`src/rtl/core/character_plane_port_registers_core_defines.svh`:
```
// assertion macros shared by the character plane port register files
`ifndef CHARACTER_PLANE_PORT_REGISTERS_CORE_DEFINES_SVH
`define CHARACTER_PLANE_PORT_REGISTERS_CORE_DEFINES_SVH

// same-cycle implication, checked at every rising edge outside reset
`define CPR_ASSERT_NOW(label, ante, cons, msg) \
  label: assert property (@(posedge clk) disable iff (rst) (ante) |-> (cons)) \
    else $error(msg);

// next-cycle implication, checked at every rising edge outside reset
`define CPR_ASSERT_NEXT(label, ante, cons, msg) \
  label: assert property (@(posedge clk) disable iff (rst) (ante) |=> (cons)) \
    else $error(msg);

`endif

```
`src/rtl/core/cpr_pkg.sv`:
```
// shared types and constants of the character plane port register block
package cpr_pkg;

  localparam int WORD_W = 32;

  localparam int DEF_PALETTE_WORDS = 256;
  localparam int DEF_GLYPH_WORDS   = 4096;
  localparam int DEF_CELL_WORDS    = 1024;

  localparam logic [WORD_W-1:0] REV_COUNTER_RESET = 32'd3;
  localparam logic [WORD_W-1:0] PALETTE_STAMP_RESET = 32'd1;
  localparam logic [WORD_W-1:0] GLYPH_STAMP_RESET = 32'd2;
  localparam logic [WORD_W-1:0] CELL_STAMP_RESET = 32'd3;

  localparam logic REQ_READ  = 1'b0;
  localparam logic REQ_WRITE = 1'b1;

  typedef enum logic [2:0] {
    REG_CONTROL   = 3'd0,
    REG_PAL_ADDR  = 3'd1,
    REG_PAL_DATA  = 3'd2,
    REG_GLY_ADDR  = 3'd3,
    REG_GLY_DATA  = 3'd4,
    REG_CEL_ADDR  = 3'd5,
    REG_CEL_DATA  = 3'd6,
    REG_UNMAPPED  = 3'd7
  } cpr_reg_t;

  // where the read word of a request in flight comes from
  typedef enum logic [1:0] {
    SRC_VALUE   = 2'd0,
    SRC_PALETTE = 2'd1,
    SRC_GLYPH   = 2'd2,
    SRC_CELL    = 2'd3
  } cpr_src_t;

  typedef enum logic [2:0] {
    ST_CLEAR = 3'b001,
    ST_RUN   = 3'b010,
    ST_WRAP  = 3'b100
  } cpr_state_t;

  // status of the cell pointer reduction unit
  typedef struct packed {
    logic busy;
    logic done;
  } cpr_mod_stat_t;

endpackage

```
`src/rtl/core/cpr_cell_wrap.sv`:
```
// remainder of a 32-bit cell pointer by the cell memory depth, reciprocal multiply
`include "character_plane_port_registers_core_defines.svh"

module cpr_cell_wrap #(
  parameter int CELL_WORDS = 1024
) (
  input  logic                       clk,
  input  logic                       rst,
  input  logic                       start,
  input  logic [cpr_pkg::WORD_W-1:0] dividend,
  output cpr_pkg::cpr_mod_stat_t     stat,
  output logic [$clog2(CELL_WORDS)-1:0] rem
);
  import cpr_pkg::*;

  localparam int RW = $clog2(CELL_WORDS);
  localparam logic [RW:0] DIVISOR = (RW + 1)'(CELL_WORDS);
  localparam logic [WORD_W-1:0] DIV_WORD = WORD_W'(CELL_WORDS);
  // floor(2^32 / depth): the quotient estimate is exact or one short
  localparam logic [WORD_W-1:0] RECIP = WORD_W'(64'h1_0000_0000 / 64'(CELL_WORDS));

  logic                busy;
  logic                done;
  logic [2:0]          stage_vld;   // estimate, residue, correction
  logic [WORD_W-1:0]   num;
  logic [WORD_W-1:0]   quo_est;
  logic [RW:0]         residue;
  logic [2*WORD_W-1:0] recip_prod;
  logic [WORD_W-1:0]   back_prod;
  logic [WORD_W-1:0]   diff;

  // residue is below twice the depth, so one compare and subtract finishes it
  always_comb begin
    recip_prod = (2*WORD_W)'(num) * (2*WORD_W)'(RECIP);
    back_prod  = quo_est * DIV_WORD;
    diff       = num - back_prod;
  end

  always_ff @(posedge clk) begin
    if (rst) begin
      busy      <= 1'b0;
      done      <= 1'b0;
      stage_vld <= '0;
    end else begin
      stage_vld <= {stage_vld[1:0], start};
      done      <= stage_vld[2];
      if (start) begin
        busy <= 1'b1;
      end else if (stage_vld[2]) begin
        busy <= 1'b0;
      end
    end
  end

  always_ff @(posedge clk) begin
    if (start) begin
      num <= dividend;
    end
    if (stage_vld[0]) begin
      quo_est <= recip_prod[2*WORD_W-1:WORD_W];
    end
    if (stage_vld[1]) begin
      residue <= diff[RW:0];
    end
    if (stage_vld[2]) begin
      rem <= (residue >= DIVISOR) ? RW'(residue - DIVISOR) : residue[RW-1:0];
    end
  end

  assign stat.busy = busy;
  assign stat.done = done;

  `CPR_ASSERT_NOW(wrap_no_restart, start, !busy, "cell wrap restarted while busy")
  `CPR_ASSERT_NEXT(wrap_start_busy, start, busy, "cell wrap did not start")
  `CPR_ASSERT_NOW(wrap_rem_range, done, 32'(rem) < 32'(CELL_WORDS), "cell remainder range")

endmodule

```
`config.mk`:
```
export PLATFORM = sky130hd
export DESIGN_NAME = cpr_cell_wrap
export DESIGN_NICKNAME = d
export VERILOG_FILES = /design/src/rtl/core/cpr_pkg.sv /design/src/rtl/core/cpr_cell_wrap.sv
export VERILOG_INCLUDE_DIRS = /design/src /design/src/rtl/core
export SDC_FILE = /design/constraint.sdc
export NUM_CORES = 1
export LEC_CHECK = 0
export BUFFER_PORTS_ARGS = -buffer_cell sky130_fd_sc_hd__buf_2
export CAP_MARGIN = 10
export CORE_MARGIN = 2
export CORE_UTILIZATION = 36
export DETAILED_ROUTE_END_ITERATION = 16
export PLACE_DENSITY = 0.63
export SYNTH_ARGS = -nofsm -noshare
export SYNTH_HDL_FRONTEND = slang
export SYNTH_SLANG_ARGS = --single-unit
export TNS_END_PERCENT = 20
```
`constraint.sdc`:
```
create_clock -name clk -period 1 [get_ports clk]
set_input_delay 0.1 -clock clk [delete_from_list [all_inputs] [get_ports clk]]
set_output_delay 0.1 -clock clk [all_outputs]
set_load 0.1 [all_outputs]
```
==> flow_summary.json <==
{
  "rr_worst_depth": 0,
  "cts_inserted_buffers": 5,
  "hold_depth": 1,
  "status": "finished with violations",
  "synth_top_area_share_pct": 84.6,
  "die_h_um": 58.4,
  "dp_cells": 98,
  "crit_cells": 1,
  "min_period_ps": 1050,
  "cts-root-buf": "clkbuf_4",
  "antenna_left": 0,
  "tritoncts": "yes",
  "die_area_um2": 3410,
  "arrival_ps": 950,
  "drc": 0,
  "stdcell_count": 117,
  "min_path_type": "primary input to register",
  "clock_latency_ps": 330,
  "antenna_cells": 0,
  "yosys_warnings": 0,
  "syn_area_per_cell_um2": 24.2,
  "drt_iter0_drc": 4,
  "dp_worst_setup_slack_ps": 88.2,
  "clk_pin_slew_ps": 100,
  "cp-end-kind": "output pin",
  "clock_sinks": 35,
  "die_x_um": 58.4,
  "core.rowCount": 19,
  "htreeDepth": 2,
  "critPathBufInv": 1,
  "drtPass1Iterations": 3,
  "worst_pin_slew_ps": 408,
  "crit_family": "flip-flops",
  "via_count": 465,
  "cap_violations": 0,
  "layout_setup_ws_ps": -47.8,
  "crit_fanout": 1,
  "fin_skew_ps": 9.70,
  "max_freq_ghz": 0.954,
  "first_global_vias": 437,
  "synth-seq-cells": 35,
  "fin_nets": 120,
  "critPathKind": "register to output pin",
  "grt_setup_unrepaired": "true",
  "synth_common_cells": "edfxtp_1, dfxtp_1, nor2b_1",
  "io_pins": 47,
  "ys_types": 8,
  "hpwl_um": 729,
  "synth_ff_type": "edfxtp_1",
  "path_cells": "buf_12",
  "critPathMaxStageDelay_ps": 430,
  "setup_viol": 10,
  "min_period_over_period_pct": 105,
  "wl_mm": 1.13,
  "synth_cells": 44,
  "clockBufferDepth": 2,
  "critPathRequiredTime_ps": 900,
  "antenna_found_initial": 0,
  "yosysTopAreaCell": "edfxtp_1",
  "synthArstFlopShare_pct": 0,
  "finalWeightedCongestion": 0.598,
  "grt_usage_pct": 8.47,
  "violations": "negative setup slack",
  "p_leak_nw": 0.590,
  "grt_max_degree": 12,
  "synth_nets": 79,
  "syn_area_um2": 1060,
  "viasPerCell": 3.97,
  "hold_viol_final": 0,
  "finalMaxSlewViolations": 0,
  "drive_above_1_share_pct": 41.9,
  "start_util_pct": 38.3,
  "slowest_stage": "edfxtp_1",
  "relSlewSlack_pct": 72.8,
  "power.density_nw_per_um2": 1650,
  "avgRoutedWirePerCell_um": 9.62,
  "port_buffers": 24,
  "grt_overflow": 0,
  "synth-edff-count": 30,
  "grt_first_pass_wirelength_mm": 1.91,
  "fp.coreArea_um2": 2780,
  "vdd_drop_max_v": 0.00127,
  "cp-start-kind": "register",
  "syn2layout_area_growth_pct": 48.8,
  "ys_seq_area_share_pct": 94.0,
  "synthMostInstantiatedCell": "edfxtp_1",
  "synthTopCellsByArea": "edfxtp_1, dfxtp_1, nor2b_1"
}
[state kept, by name, summed over array words and instances (netlist names)]
register / flops
busy: 1
done: 1
num: 10
rem: 10
residue: 10
stage_vld: 3
[placed cells by master, fill, tap and decap left out]
cell	n
edfxtp_1	30
buf_12	13
buf_2	12
dlygate4sd3_1	11
clkbuf_4	5
nor2b_1	3
dfxtp_1	3
inv_1	1
nor2_1	1
nand2b_4	1
a21oi_2	1
dfxtp_4	1
clkinv_2	1
clkbuf_8	1
clkbuf_1	1
dfxtp_2	1
[final timing paths]
kind | start | endpoint | slack (ps)
worst min register to register | num[7] | residue[7] | 420
worst min-delay path | start | num[1] | 140
worst max-delay path | rem[6] | rem[6] | -50
worst max register to register | stage_vld[1] | residue[0] | 90
[area by class of cell]
cell class	count	area [um2]
fillers	202	1200
clock inverters	1	5.00
flip-flops and latches	35	1010
multi-input cells	6	45.0
repair buffers	36	430
well taps	31	38.8
clock buffers	7	55.1
inverters	1	3.75
[per-layer routing]
layer  vias to the layer above  routed length [um]  GRT usage, %
li1                        245                   -             -
met3                         4                 102          5.93
met1                       194                 432          7.74
met2                        22                 570          12.7
met5                         -                   0             0
met4                         0                  20          6.98
[through the flow]
stage | power [mW] | setup TNS, ps | hold WS [ps] | util, % | cell area, um2
3_5_place_dp | 1.87 | 0 | 278 | 50.7 | 1410
4_1_cts | 2.65 | -637 | 123 | 56.9 | 1580
6_report | 2.62 | -390 | 139 | 57.0 | 1580
5_1_grt | 2.77 | -1070 | 105 | 57.0 | 1580
2_1_floorplan | 1.79 | -40.2 | 162 | - | 1060
3_3_place_gp | 1.87 | 0 | 277 | 50.7 | 1410
[where the power goes]
group          internal, mW  leakage, nW  switching [mW]
clock network         0.340       0.0353           0.409
logic                0.0911        0.232           0.101
registers              1.65        0.323          0.0263
[kinds of logic (layout without fill, tap and decap cells)]
group	Yosys count	count (layout)	share of synthesized area [%]
DFF	35	35	94.0
and+or+nand+nor	5	5	3.41
buffers and inverters	3	45	1.76
AOI/OAI and AO/OA	1	1	0.823
[repair_timing]
item                                   in CTS  in global routing
setup endpoints to repair                  11                 12
buffers inserted                            0                  0
hold buffers                               11                  0
resized for setup                           2                  1
endpoints found under the hold margin      14                  0
cloned                                      0                  0
(Power assumes the default switching activity.)
